## config.mk

```make
export PLATFORM = sky130hd
export DESIGN_NAME = kvi_ram
export DESIGN_NICKNAME = d
export VERILOG_FILES = /design/src/rtl/kvi_ram.sv
export SDC_FILE = /design/constraint.sdc
export NUM_CORES = 2
export LEC_CHECK = 0
export BUFFER_PORTS_ARGS = -buffer_cell sky130_fd_sc_hd__buf_2
export CORE_MARGIN = 2
export CORE_UTILIZATION = 40
export CTS_CLUSTER_SIZE = 10
export DETAILED_ROUTE_END_ITERATION = 8
export SLEW_MARGIN = 25
export SYNTH_ARGS = -nofsm -noshare
export SYNTH_HDL_FRONTEND = slang
export SYNTH_SLANG_ARGS = --single-unit
```

## constraint.sdc

```tcl
create_clock -name clk_i -period 4.8 [get_ports clk_i]
set_input_delay 0.96 -clock clk_i [delete_from_list [all_inputs] [get_ports clk_i]]
set_output_delay 0.96 -clock clk_i [all_outputs]
set_load 0.01 [all_outputs]
```

## src/rtl/kvi_ram.sv

```systemverilog
// ----------------------------------------------------------------------------
// kvi_ram
// Generic single-write, single-read RAM with a registered read port.
// ----------------------------------------------------------------------------
module kvi_ram #(
  parameter int unsigned Width = 32,
  parameter int unsigned Depth = 64
) (
  input  logic                     clk_i,
  input  logic                     we_i,
  input  logic [$clog2(Depth)-1:0] waddr_i,
  input  logic [Width-1:0]         wdata_i,
  input  logic [$clog2(Depth)-1:0] raddr_i,
  output logic [Width-1:0]         rdata_o
);

  logic [Width-1:0] mem_q [Depth];
  logic [Width-1:0] rdata_q;

  // Write port.
  always_ff @(posedge clk_i) begin
    if (we_i) begin
      mem_q[waddr_i] <= wdata_i;
    end
  end

  // Registered read port.
  always_ff @(posedge clk_i) begin
    rdata_q <= mem_q[raddr_i];
  end

  assign rdata_o = rdata_q;

endmodule

```

==> key figures <==
CTS
  • Setup repair bufs after CTS: 0
  • Post_cts resized: 0
  • Max clock buf depth: 3
  • Clk sinks: 2080
  • Post-CTS Hold Fix Bufs: 0
  • CTS buffer count: 227
  • CTS clk-pin slew, worst paths: 0.06 ns
  • H-tree level count: 4
  • CTS tree: built
  • Skew-Pair Late Insertion Delay: 0.83 ns
  • CTS root buffer: clkbuf_16

Critical path
  • R2r setup slk: 2.36 ns
  • Cell family with most CP delay: buffers and inverters
  • Worst path cell trace: buf_8, buf_4, mux4_2, mux4_2, o22ai_1, nor2_1
  • Worst EP required: 5.44 ns
  • FF-to-FF Start: mem_q[63][31]$_DFFE_PP_
  • Worst-path fanout max: 53
  • Critical Path Slowest Stage Cell: o22ai_1
  • WP data arrival: 4.07 ns
  • RR Endpoint: rdata_o[31]$_DFF_P_
  • CP most frequent cell: mux4_2
  • Max stage delay on crit path: around 0.65 ns
  • Worst Setup SP: raddr_i[0]
  • Count of buffer and inverter cells on the critical path: 2
  • CP Capture Type: register
  • Startpoint Class: primary input
  • Crit Path Category: in2reg
  • Worst R2R Path Depth: 4

Power and ir drop
  • Pleak: 0.0279 uW
  • Overall power: 37700 uW
  • Pwr per Cell Area: between 400 and 500 nW/um^2
  • Peak supply drop: 0.000322 V

Logic synthesis
  • Synthesized cell area: 78500 um^2
  • Most instantiated cells after synthesis: edfxtp_1, mux4_2, nor2_1, mux2i_1, o22ai_1
  • Library cells used by synthesis: 34
  • Mux contribution to synthesized area: 16.8%
  • Synth Area in Adders: 0%
  • XOR/XNOR share of the synthesized area: 0%
  • Ys flop type: edfxtp_1
  • Top cells by area, synth: edfxtp_1, mux4_2, mux2i_1
  • Mapped Nets: 3370
  • Compound-Gate Fraction of Synth Area: under 10%
  • Syn_area_per_cell: around 24 um^2
  • Async set-reset flop share out of synthesis: 0%
  • Synth top area share: about four fifths
  • Post-Synth Simple-Gate Area: 1.27%
  • Post-synth EDFFs: 2048
  • Largest family of logic cells by synthesized area: multiplexers
  • FF+latch count, synth: between 2k and 2.5k
  • Leading area contributor after synthesis: edfxtp_1
  • Seq/Total Area, Yosys: 79.1%
  • Cells after Synth: 3324
  • Yosys warns: 0
  • Count leader, synth: edfxtp_1

Detailed routing
  • Drt total wl: just over 200 mm
  • Via/cell ratio: 5.80
  • DRT iter0 DRCs: 4703
  • # DRC: 0
  • DRT antenna net count: 0
  • Via Count: 37.2k
  • First-pass detailed-route iteration total: 5
  • Wire per inst: about 32 um

Timing
  • WHS: about 0.60 ns
  • Max Freq: 292 MHz
  • Setup TNS: 0 ns
  • # setup viols final: 0
  • Tcrit/Tclk final: a little under three quarters
  • Max Transition Viols Final: 0
  • Worst Max-Slew Pin Slew: ~0.91 ns
  • Final hold violations: 0
  • Worst slew margin relative to its limit: ~39%
  • RSZ-0062 raised after global routing: false
  • Final Critical Period: 3.43 ns
  • Post-Route Skew: approximately 0.029 ns

Job
  • Max-Cap Viols: 0

Global route
  • Largest net degree at the start of global routing: slightly below 70
  • Vias in the first global route: 37.6k
  • First-pass GRT wire length: 288 mm
  • Antenna violations before repair: 20
  • Gr ovfl total: 0
  • Total Routing Usage GR: 20.6%

Cells and area
  • Share of layout cells above drive strength 1: between 20 and 30%
  • Nets: 3673
  • Layout area overhead: 14.9%

Worst hold path
  • Hold Crit Class: in2reg
  • WHS Path Cells: 1
  • Hold Crit Start: wdata_i[29]
  • Min-Delay Endpoint: mem_q[8][29]$_DFFE_PP_

Die
  • Die width: 447 um
  • Die area: 200000 um^2
  • Starting Density: 40.3%
  • Site row count: approximately 160
  • Die Ht: ~450 um
  • IO Count: 78
  • Core area: between 150000 and 200000 um^2

Run status
  • Status: finished, final reports clean

Placement
  • DP HPWL: 112 mm
  • GPL Wtd Cong: 0.785
  • Number of I/O port buffers: 77
==> per-layer routing <==
| metal | track usage [%] | routed length [um] | share of wire [%] | vias up |
|---|---|---|---|---|
| li1 | - | - | - | 14880 |
| met1 | 28.7 | 84200 | 41 | 20377 |
| met2 | 33.1 | 99900 | 49 | 1567 |
| met3 | 3.74 | 15200 | 7.4 | 338 |
| met4 | 6.16 | 6300 | 3.1 | 10 |
| met5 | 0 | 69 | 0.034 | - |
==> sequential cells by signal (all words and copies together) (netlist names) <==
register / count
mem_q: 2048
rdata_o: 32
==> layout by cell type, fill, tap and decap left out, types with 8 or more instances in the layout <==
cell and instances:
buf_12 37, a311oi_1 8, a22oi_1 12, dfxtp_1 32, nor2b_1 15, edfxtp_1 2048
buf_4 164, mux4_2 544, diode_2 9, o221ai_1 27, nor2_1 75, mux2i_1 93
nor2_4 62, o22ai_1 84, a21oi_1 62, clkbuf_1 127, nand2_1 26, clkbuf_16 235
buf_2 51
==> area by class of cell <==
class / count / area [um^2]
fill: 15962 / 105000
clock buffer: 362 / 6360
sequential: 2080 / 62100
clock inverter: 12 / 160
antenna: 9 / 22.5
multi-input combinational: 1062 / 16000
tap: 2624 / 3280
timing repair buffer: 256 / 2280
==> power by group <==
part	switching (uW)	internal, uW	total [uW]
clock	6680	8990	15700
sequential	84.7	20100	20200
combinational	1130	703	1830
==> logic make-up (layout without fill, tap and decap cells) <==
family	count (synthesis)	after routing
muxes	637	637
and+or+nand+nor	223	223
buffers and inverters	182	630
AOI/OAI and AO/OA	202	202
DFF	2080	2080
other	0	9
==> metrics by stage <==
step / area [um^2] / setup slack, ns / std cells / util, %
6_report: 90200 / 1.37 / 6405 / 46.3
5_1_grt: 90200 / 1.33 / 6401 / 46.3
4_1_cts: 90100 / 1.26 / 6396 / 46.2
3_5_place_dp: 83600 / 0.372 / 6022 / 42.9
3_3_place_gp: 83600 / 0.378 / 6020 / 42.9
2_1_floorplan: 78500 / 0.680 / 3324 / -
==> how the worst max path moves through the flow <==
stage / end / slack (ns) / depth (start not counted)
final: rdata_o[31]$_DFF_P_ / 1.37 / 6
after global routing: rdata_o[31]$_DFF_P_ / 1.33 / 6
after CTS: rdata_o[31]$_DFF_P_ / 1.26 / 6
after detailed placement: rdata_o[31]$_DFF_P_ / 0.37 / 6
after global placement: rdata_o[31]$_DFF_P_ / 0.38 / 6
after floorplan: mem_q[48][0]$_DFFE_PP_ / 0.68 / 4
Power figures use the tool's default switching activity.
